**src/rtl/d8fd_pkg.sv**
```systemverilog
// Package for the D8 flow direction core: constants, register codes and shared types.
// No dependencies; used by the output queue and the top level.
package d8fd_pkg;

	localparam int MAX_ROW_LENGTH_DEF = 4098;
	localparam int ELEVATION_BITS_DEF = 32;

	localparam int ELEV_FIELD_W = 32;
	localparam int WIDTH_REG_W  = 13;
	localparam int HEIGHT_REG_W = 16;
	localparam int CODE_W       = 8;
	localparam int NB_COUNT     = 8;

	localparam logic [WIDTH_REG_W-1:0]  WIDTH_RESET  = 13'd4098;
	localparam logic [HEIGHT_REG_W-1:0] HEIGHT_RESET = 16'd3;

	localparam logic REG_WIDTH  = 1'b0;
	localparam logic REG_HEIGHT = 1'b1;

	localparam logic [15:0] DIAG_Q16 = 16'd46341;

	localparam int FIFO_DEPTH = 8;

	// Window slot of each neighbor in the order E, NE, N, NW, W, SW, S, SE.
	localparam logic [3:0] NB_POS [NB_COUNT] = '{
		4'd5, 4'd2, 4'd1, 4'd0, 4'd3, 4'd6, 4'd7, 4'd8
	};
	localparam logic [3:0] CENTER_POS = 4'd4;

	typedef struct packed {
		logic [CODE_W-1:0] code;
		logic              last;
	} result_t;

endpackage

```
**src/rtl/d8fd_out_fifo.sv**
```systemverilog
// Output queue of the D8 flow direction core, holding finished results until taken.
// Depends on d8fd_pkg for the result type and the queue depth.
module d8fd_out_fifo (
	input  logic              clk,
	input  logic              arst_n,
	input  logic              push,
	input  d8fd_pkg::result_t push_data,
	input  logic              pop,
	output logic              out_valid,
	output d8fd_pkg::result_t out_data
);
	import d8fd_pkg::*;

	localparam int PTR_W = $clog2(FIFO_DEPTH);
	localparam int CNT_W = $clog2(FIFO_DEPTH + 1);

	result_t            slot_q [FIFO_DEPTH];
	logic [PTR_W-1:0]   wr_ptr_q;
	logic [PTR_W-1:0]   rd_ptr_q;
	logic [CNT_W-1:0]   count_q;

	assign out_valid = (count_q != '0);
	assign out_data  = slot_q[rd_ptr_q];

	always_ff @(posedge clk) begin
		if (push) begin
			slot_q[wr_ptr_q] <= push_data;
		end
	end

	always_ff @(posedge clk or negedge arst_n) begin
		if (!arst_n) begin
			wr_ptr_q <= '0;
			rd_ptr_q <= '0;
			count_q  <= '0;
		end else begin
			if (push) begin
				wr_ptr_q <= (wr_ptr_q == PTR_W'(FIFO_DEPTH - 1)) ? '0 : wr_ptr_q + 1'b1;
			end
			if (pop) begin
				rd_ptr_q <= (rd_ptr_q == PTR_W'(FIFO_DEPTH - 1)) ? '0 : rd_ptr_q + 1'b1;
			end
			if (push && !pop) begin
				count_q <= count_q + 1'b1;
			end else if (pop && !push) begin
				count_q <= count_q - 1'b1;
			end
		end
	end

endmodule

```
**config.mk**
```make
export PLATFORM = sky130hd
export DESIGN_NAME = d8fd_out_fifo
export DESIGN_NICKNAME = d
export VERILOG_FILES = /design/src/rtl/d8fd_pkg.sv /design/src/rtl/d8fd_out_fifo.sv
export SDC_FILE = /design/constraint.sdc
export NUM_CORES = 1
export LEC_CHECK = 0
export ABC_CLOCK_PERIOD_IN_PS = 3100
export BUFFER_PORTS_ARGS = -buffer_cell sky130_fd_sc_hd__buf_2
export CAP_MARGIN = 20
export CELL_PAD_IN_SITES_DETAIL_PLACEMENT = 0
export CELL_PAD_IN_SITES_GLOBAL_PLACEMENT = 1
export CORE_MARGIN = 5
export CORE_UTILIZATION = 45
export CTS_BUF_LIST = sky130_fd_sc_hd__clkbuf_16
export DETAILED_ROUTE_END_ITERATION = 8
export GPL_TIMING_DRIVEN = 0
export PLACE_DENSITY_LB_ADDON = 0.1
export SLEW_MARGIN = 20
export SYNTH_ARGS = -nofsm -noshare
export SYNTH_HDL_FRONTEND = slang
export SYNTH_SLANG_ARGS = --single-unit
```
**constraint.sdc**
```tcl
create_clock -name clk -period 3.1 [get_ports clk]
set_clock_uncertainty 0.15 [all_clocks]
set_input_delay 0.31 -clock clk [delete_from_list [all_inputs] [get_ports clk]]
set_output_delay 0.31 -clock clk [all_outputs]
set_load 0.02 [all_outputs]
```
==> impl.org, run 1 <==
** Worst setup path
- STA classifies the critical path endpoint as a primary output.
- CP Launch Point :: rd_ptr_q[1]
- Data on the critical path is required at its endpoint by 2.64 ns.
- In this run the worst setup path terminates at out_data[4].
- Worst reg2reg endpoint :: slot_q[6][5]
- The worst setup path is of the register to primary output kind.
- Arr. time, crit path :: 2.10 ns
- Reg2Reg Setup Slack :: 1.11 ns
- The worst setup path is launched from a register.
- In this run the critical register-to-register path is launched from wr_ptr_q[0].
- Along the worst path, the maximum fanout reaches 10.
- Logic depth of the worst register-to-register path :: 2

** Logic synthesis
- Of the synthesized area, sequential elements account for 70.7%.
- The cell count after synthesis came out at 169.
- Synthesis produced a netlist with a net count of 190.
- Avg Inst Size Synth :: 20.2 µm²
- Synthesis instantiated 25 different standard cells from the library.
- Area of the mapped netlist :: 3410 µm²
- Synth Warn # :: 0
- Synth Register Bits :: 82

** Clock tree
- Number of buffers created by CTS :: 9
- CTS placed an instance of sky130_fd_sc_hd__clkbuf_16 at the clock tree root.
- Maximum number of buffers from clock root to sink :: 2
- Setup Buffers After CTS :: 0
- CTS tree :: built
- Maximum level of the CTS H-tree :: 3
- Clock sinks :: 82
- Clock-pin slew was measured on the worst setup and hold paths at 0.06 ns.
- The later pin in the worst-skew pair is clocked with a latency of 0.32 ns.

** Min path
- Worst min-delay path category :: input pin to register
- Number of cells on the worst hold path :: 1
- Beginning of the worst hold path :: push_data[4]

** Cells and area
- Area growth from synthesis to final layout :: 16.3%
- Of the cells placed in the final design, the portion with a size suffix greater than 1 is 29.0%.
- The repair_antennas step left the layout with diodes totalling 0.
- Non-Filler Cell Area, Final :: 3970 µm²
- At the end of the flow, the number of nets in the layout was 226.
- Final std cells w/o fill :: 309

** Drt
- The first routing iteration left 96 violations.
- Vias/cell :: 5.39
- Dividing the detail-routed wire length by the instance count gives 19.4 µm.
- The first detailed-routing pass ran for 4 iterations.
- Routed Wire Length :: 6.01 mm
- Detailed routing inserted a total of 1,664 vias.
- Once detail routing completed, the nets flagged for antenna violations numbered 0.
- Post-detailed-route DRC marker count :: 0

** Timing
- Based on the critical path, the design can be clocked at up to 0.391 GHz.
- Clock period minus worst slack :: 2.56 ns
- The final number of hold-violating endpoints is 0.
- Headroom to the max-slew limit :: 30.3%
- Setup repair after global routing left no endpoint under its margin.
- In the final timing run, aggregate negative setup slack is 0 ns.
- Tightest hold margin :: 0.0987 ns
- Dividing the final minimum period by the clock period gives 82.6%.
- Number of slew-limit violations in the final report :: 0
- Slew @ Worst Pin :: 1.04 ns
- Setup violations remaining at the end of the flow were counted as 0.

** Placed design
- Number of cells after detailed placement :: 292
- Final estimated routing congestion in global placement :: 0.744
- Port Buffer Count :: 22
- In this run the cell area measured after placement is 3670 µm².
- After legalization and detailed placement, the total HPWL measured 4.03 mm.

** Global route
- Global route total overflow :: 0
- GRT Overall Usage :: 13.2%
- The number of global-route vias before repair was 1,754.
- Entering global routing, the biggest net connects 17 pins.
- The first global-routing pass estimated 9.32 mm of wire.
- The initial antenna violation count is 0.

** Die
- The floorplan step set the die width to 97.1 µm.
- For this configuration, the core starts out at a cell density of 46.5%.
- Standard-cell row count :: 31
- The total area inside the core boundary comes to 7330 µm².
- The die covers 9420 µm².
- Vertical die dimension :: 97.1 µm
- Io pins :: 23

** Pwr
- Summing internal, switching and leakage power gives 3.69 mW.
- P per Cell Area :: 930 nW/µm²
- Across the VDD grid, the largest voltage drop is 0.000387 V.
- Pleak :: 1.41 nW

** Job
- The tool flagged a number of max-cap violations equal to 0.

** Outcome
- The flow ran to the end, and the final reports show no timing, DRC or antenna violations.
[placed cells by master, fill, tap and decap left out, drive strengths merged]
cell / instances
clkbuf: 11
ha: 7
o211ai: 2
nand3: 2
nor3: 3
clkinvlp: 1
inv: 9
xnor2: 2
nand2: 5
dlygate4sd3: 1
mux4: 18
dfrtp: 10
mux2: 14
nor2: 8
clkinv: 1
or4: 2
a21oi: 2
a2111o: 1
nand2b: 2
edfxtp: 72
nand3b: 3
or3: 1
mux2i: 1
o21ai: 3
buf: 28
fa: 1
[how the worst min path moves through the flow]
stage / to / slack [ns]
finish: slot_q[4][4] / 0.1
global route: slot_q[4][7] / 0.09
CTS: slot_q[4][7] / 0.08
detailed placement: count_q[2] / 0.03
global placement: count_q[2] / 0.03
floorplan: count_q[0] / -0.14
[power breakdown]
part	switching [mW]	internal (mW)
registers	0.103	1.41
logic	0.635	0.561
clock network	0.423	0.554
total	1.16	2.53
[per-layer routing]
layer | global-route usage, % | vias up | routed length [µm]
li1 | - | 776 | -
met1 | 16.2 | 853 | 2550
met2 | 22.9 | 31 | 3200
met3 | 3.23 | 4 | 216
met4 | 4.54 | 0 | 40
met5 | 0 | - | 0
[metrics by stage]
| step | worst slack (ns) | utilization (%) |
|---|---|---|
| after floorplan | 1.15 | - |
| after global placement | 0.637 | 49.7 |
| after detailed placement | 0.784 | 50.1 |
| after CTS | 0.481 | 54.1 |
| after global routing | 0.434 | 54.1 |
| final | 0.539 | 54.1 |
[logic make-up after synthesis]
family          after synthesis  synth area share (%)
simple gates                 26                  3.81
flops                        82                  70.7
fa+ha+maj                     8                  3.15
buf+inv                      10                  1.61
mux                          33                  18.7
compound gates                8                  1.50
xor+xnor                      2                 0.514
[worst max-delay path, cell delays in order, from the launching register on]
cell and delay (ns):
sky130_fd_sc_hd__dfrtp_1 0.35, sky130_fd_sc_hd__buf_2 0.26, sky130_fd_sc_hd__buf_2 0.36, sky130_fd_sc_hd__mux4_2 0.36, sky130_fd_sc_hd__mux2_2 0.29, sky130_fd_sc_hd__buf_2 0.16
[synthesized netlist by cell type]
cell                       instances  area share, %
sky130_fd_sc_hd__buf_6             2           0.66
sky130_fd_sc_hd__a21oi_1           2           0.29
sky130_fd_sc_hd__dfrtp_1          10            7.3
sky130_fd_sc_hd__mux4_1           17             13
sky130_fd_sc_hd__xnor2_1           2           0.51
sky130_fd_sc_hd__o211ai_1          2           0.44
sky130_fd_sc_hd__or3_1             1           0.18
sky130_fd_sc_hd__a2111o_1          1           0.33
sky130_fd_sc_hd__fa_1              1           0.59
sky130_fd_sc_hd__inv_1             4           0.44
sky130_fd_sc_hd__mux4_2            1           0.66
sky130_fd_sc_hd__nand2_1           5           0.55
sky130_fd_sc_hd__nor3_1            3           0.44
sky130_fd_sc_hd__or4_1             2           0.44
sky130_fd_sc_hd__nand3b_1          3           0.66
sky130_fd_sc_hd__edfxtp_1         72             63
sky130_fd_sc_hd__nand2b_1          2           0.37
sky130_fd_sc_hd__clkbuf_1          2           0.22
sky130_fd_sc_hd__mux2i_1           1           0.29
sky130_fd_sc_hd__nor2_1            8           0.88
sky130_fd_sc_hd__o21ai_0           3           0.44
sky130_fd_sc_hd__buf_2             2           0.29
sky130_fd_sc_hd__mux2_2           14            4.6
sky130_fd_sc_hd__nand3_1           2           0.29
sky130_fd_sc_hd__ha_1              7            2.6
[flip-flops by register name, indices dropped and copies added, names as in the netlist]
name      count
slot_q       72
wr_ptr_q      3
count_q       4
rd_ptr_q      3
[timing repair]
item,4_1_cts,5_1_grt
resized for setup,0,0
endpoints found under the hold margin,10,0
hold buffers,1,0
[final cells by class]
type	instances	area, µm²
fill	579	3370
sequential	82	2410
multi-input combinational	77	953
clock buffer	9	225
timing repair buffer	25	139
tap	99	124
clock inverter	7	56.3
buffer	6	40.0
inverter	4	15.0
No activity file was read; power rests on OpenSTA's default activity.
==> run 2: changes to the inputs <==
- ABC_CLOCK_PERIOD_IN_PS: 3100 -> 2550
- clock period: 3.1 -> 2.55 ns (I/O delays scaled with it)
==> impl.org, run 2 (synthesized netlist as in run 1, its figures left out) <==
** Global route
- The all-layer global routing usage is 13.2% (unchanged).
- The global-route wire length before repair was 9.32 mm (unchanged).
- Global route total overflow :: 0 (unchanged)
- The number of global-route vias before repair is 1,753 (-0.057%).
- Maximum number of pins on one net before global-route repair :: 17 (unchanged)
- The initial antenna violation count was 0 (unchanged).

** Cells and area
- The final design instance area without fill is 3970 µm² (about the same).
- The net total in the final layout was 226 (unchanged).
- Commonest cells after routing, fill and taps aside :: sky130_fd_sc_hd__edfxtp_1, sky130_fd_sc_hd__buf_2, sky130_fd_sc_hd__mux4_1
- Commonest non-fill, non-tap cell in the layout :: sky130_fd_sc_hd__edfxtp_1
- Fraction of final layout cells with drive strength greater than 1 :: 29.0% (unchanged)
- The flip-flop count of the largest register, all copies and words added was 72 (unchanged).
- Ranked by flip-flop count, first place goes to slot_q.
- The relative area change from synthesis to final layout was 16.3% (about the same).
- The largest registers in the layout are slot_q: 72 flops, count_q: 4 flops.
- Diodes inserted :: 0 (unchanged)

** Die
- The width of the die came to 97.1 µm (unchanged).
- Overall die area :: 9420 µm² (unchanged)
- The row count came to 31 (unchanged).
- The die boundary height came to 97.1 µm (unchanged).
- Core area :: 7330 µm² (unchanged)
- The effective utilization at floorplan is 46.5% (unchanged).
- Io pins :: 23 (unchanged)

** Pwr
- The reported net switching power came to 1.42 mW (+22%).
- The portion of total power attributed to combinational logic is 32.5% (about the same).
- Fraction of power spent switching nets :: 31.5% (+0.040 points)
- The power density over the cells is 1130 nW/µm² (+22%).
- The clock network power share was 26.5% (about the same).
- Maximum vdd drop :: 0.000472 V (+22%)
- The cell-internal power came to 3.08 mW (+22%).
- Sequential share of power :: 41.0% (about the same)
- Pleak :: 1.41 nW (about the same)

** Worst setup path
- The worst setup path is captured at a primary output.
- Path type of the worst setup path :: register to primary output
- The worst setup path is launched from a register.
- Required time at the worst-slack endpoint :: 2.14 ns (-0.50 ns)
- Critical Path Fanout Max :: 10 (unchanged)
- Arr. time, crit path :: 1.99 ns (-0.11 ns)

** Placed design
- Final estimated routing congestion in global placement :: 0.744 (unchanged)
- The post-placement cell area is 3670 µm² (unchanged).
- DP HPWL :: 4.03 mm (unchanged)
- Port Buffer Count :: 22 (unchanged)

** Timing
- The worst relative slew slack was 31.3% (+0.93 points).
- The routed design could run at a clock period as short as 2.40 ns.
- Static timing analysis puts the maximum clock frequency at 0.417 GHz.
- Setup repair after global routing left no endpoint under its margin.
- The final number of hold-violating endpoints was 0 (unchanged).
- The final setup violation count came to 0 (unchanged).
- Setup tns final :: 0 ns (unchanged)
- Slew @ Worst Pin :: 1.03 ns (-0.0139 ns)
- After layout, the worst path uses 94.1% of the clock period.
- The final count of pins violating max slew came to 0 (unchanged).

** Drt
- Via count :: 1,653 (-0.66%)
- The DRC violation count after routing is 0 (unchanged).
- Remaining number of nets flagged by the antenna check after routing :: 0 (unchanged)
- Vias/cell :: 5.35 (-0.66%)
- Routed Wire Length :: 5.99 mm (-0.22%)
- The mean routed wirelength per cell was 19.4 µm (-0.22%).
- The number of iterations in the first detailed-routing pass was 4 (unchanged).
- Detailed Route Iter0 Violations :: 93 (-3.1%)

** Outcome
- The flow ran to the end, and the final reports show no timing, DRC or antenna violations.

** Clock tree
- The number of buffers between clock root and the deepest sink was 2 (unchanged).
- Number of buffers created by CTS :: 9 (unchanged)
- TritonCTS built the clock tree.
- Skew-Pair Late Insertion Delay :: 0.32 ns (about the same)
- Clock sinks :: 82 (unchanged)
- Clk Tree Root Cell :: sky130_fd_sc_hd__clkbuf_16
- Clock slew at the register clock pins of the worst setup and hold paths :: 0.06 ns (about the same)
- The level count of the clock H-tree came to 3 (unchanged).

** Min path
- Worst min-delay path category :: input pin to register

** Job
- The count of maximum capacitance violations is 0 (unchanged).
## run 2: cell counts in the layout (fill, tap and decap cells not counted)
No cell type changed its count.
## run 2: timing repair
| action | CTS | global route |
|---|---|---|
| hold buffers | 1 | 0 |
| gates resized for setup | 1 | 0 |
| setup endpoints to repair | 1 | 0 |
| setup buffers | 0 | 0 |
| endpoints found under the hold margin | 10 | 0 |
## run 2: layer usage
layer / global-route usage [%] / up-vias / part of all wire (%)
li1: - / 773 / -
met1: 16.0 / 853 / 43
met2: 23.0 / 21 / 53
met3: 3.23 / 6 / 2.8
met4: 4.54 / 0 / 0.85
met5: 0 / - / 0
## run 2: power groups by stage
stage,combinational [mW],clock [mW],sequential (mW)
floorplan,1.06,0,1.83
CTS,1.50,1.22,1.85
finish,1.46,1.19,1.84
global route,1.59,1.28,1.87
detailed placement,1.49,0,1.87
global placement,1.43,0,1.85
## run 2: worst paths after layout
kind	startpoint	end	slack, ns	cells past startpoint
setup / recovery	rd_ptr_q[1]	out_data[4]	0.15	5
setup reg to reg	wr_ptr_q[0]	slot_q[6][5]	0.57	2
max in group asynchronous	arst_n	wr_ptr_q[1]	1.88	2
hold / removal	push_data[4]	slot_q[4][4]	0.04	1
min in group asynchronous	arst_n	count_q[3]	0.17	2
hold reg to reg	count_q[2]	count_q[2]	0.39	2
## run 2: cell type report
| class | instances | area (µm²) |
|---|---|---|
| Clock inverter | 7 | 56.3 |
| Clock buffer | 9 | 225 |
| Inverter | 4 | 15.0 |
| Multi-Input combinational cell | 77 | 953 |
| Buffer | 6 | 42.5 |
| Sequential cell | 82 | 2410 |
| Timing Repair Buffer | 25 | 139 |
| Fill cell | 578 | 3360 |
| Tap cell | 99 | 124 |
## run 2: worst max-delay path, cell delays in order, from the launching register on
cell	delay [ns]
sky130_fd_sc_hd__dfrtp_1	0.35
sky130_fd_sc_hd__buf_2	0.27
sky130_fd_sc_hd__buf_4	0.28
sky130_fd_sc_hd__mux4_2	0.32
sky130_fd_sc_hd__mux2_2	0.29
sky130_fd_sc_hd__buf_2	0.16
## run 2: stage by stage
step	hold slack, ns	setup WS [ns]	cells	utilization (%)	total power [mW]
final	0.0429	0.152	309	54.1	4.49
after global routing	0.0360	0.0596	309	54.1	4.74
after CTS	0.0257	0.101	309	54.1	4.57
after detailed placement	-0.0216	0.289	292	50.1	3.37
after global placement	-0.0268	0.123	290	49.7	3.28
after floorplan	-0.191	0.659	169	-	2.89
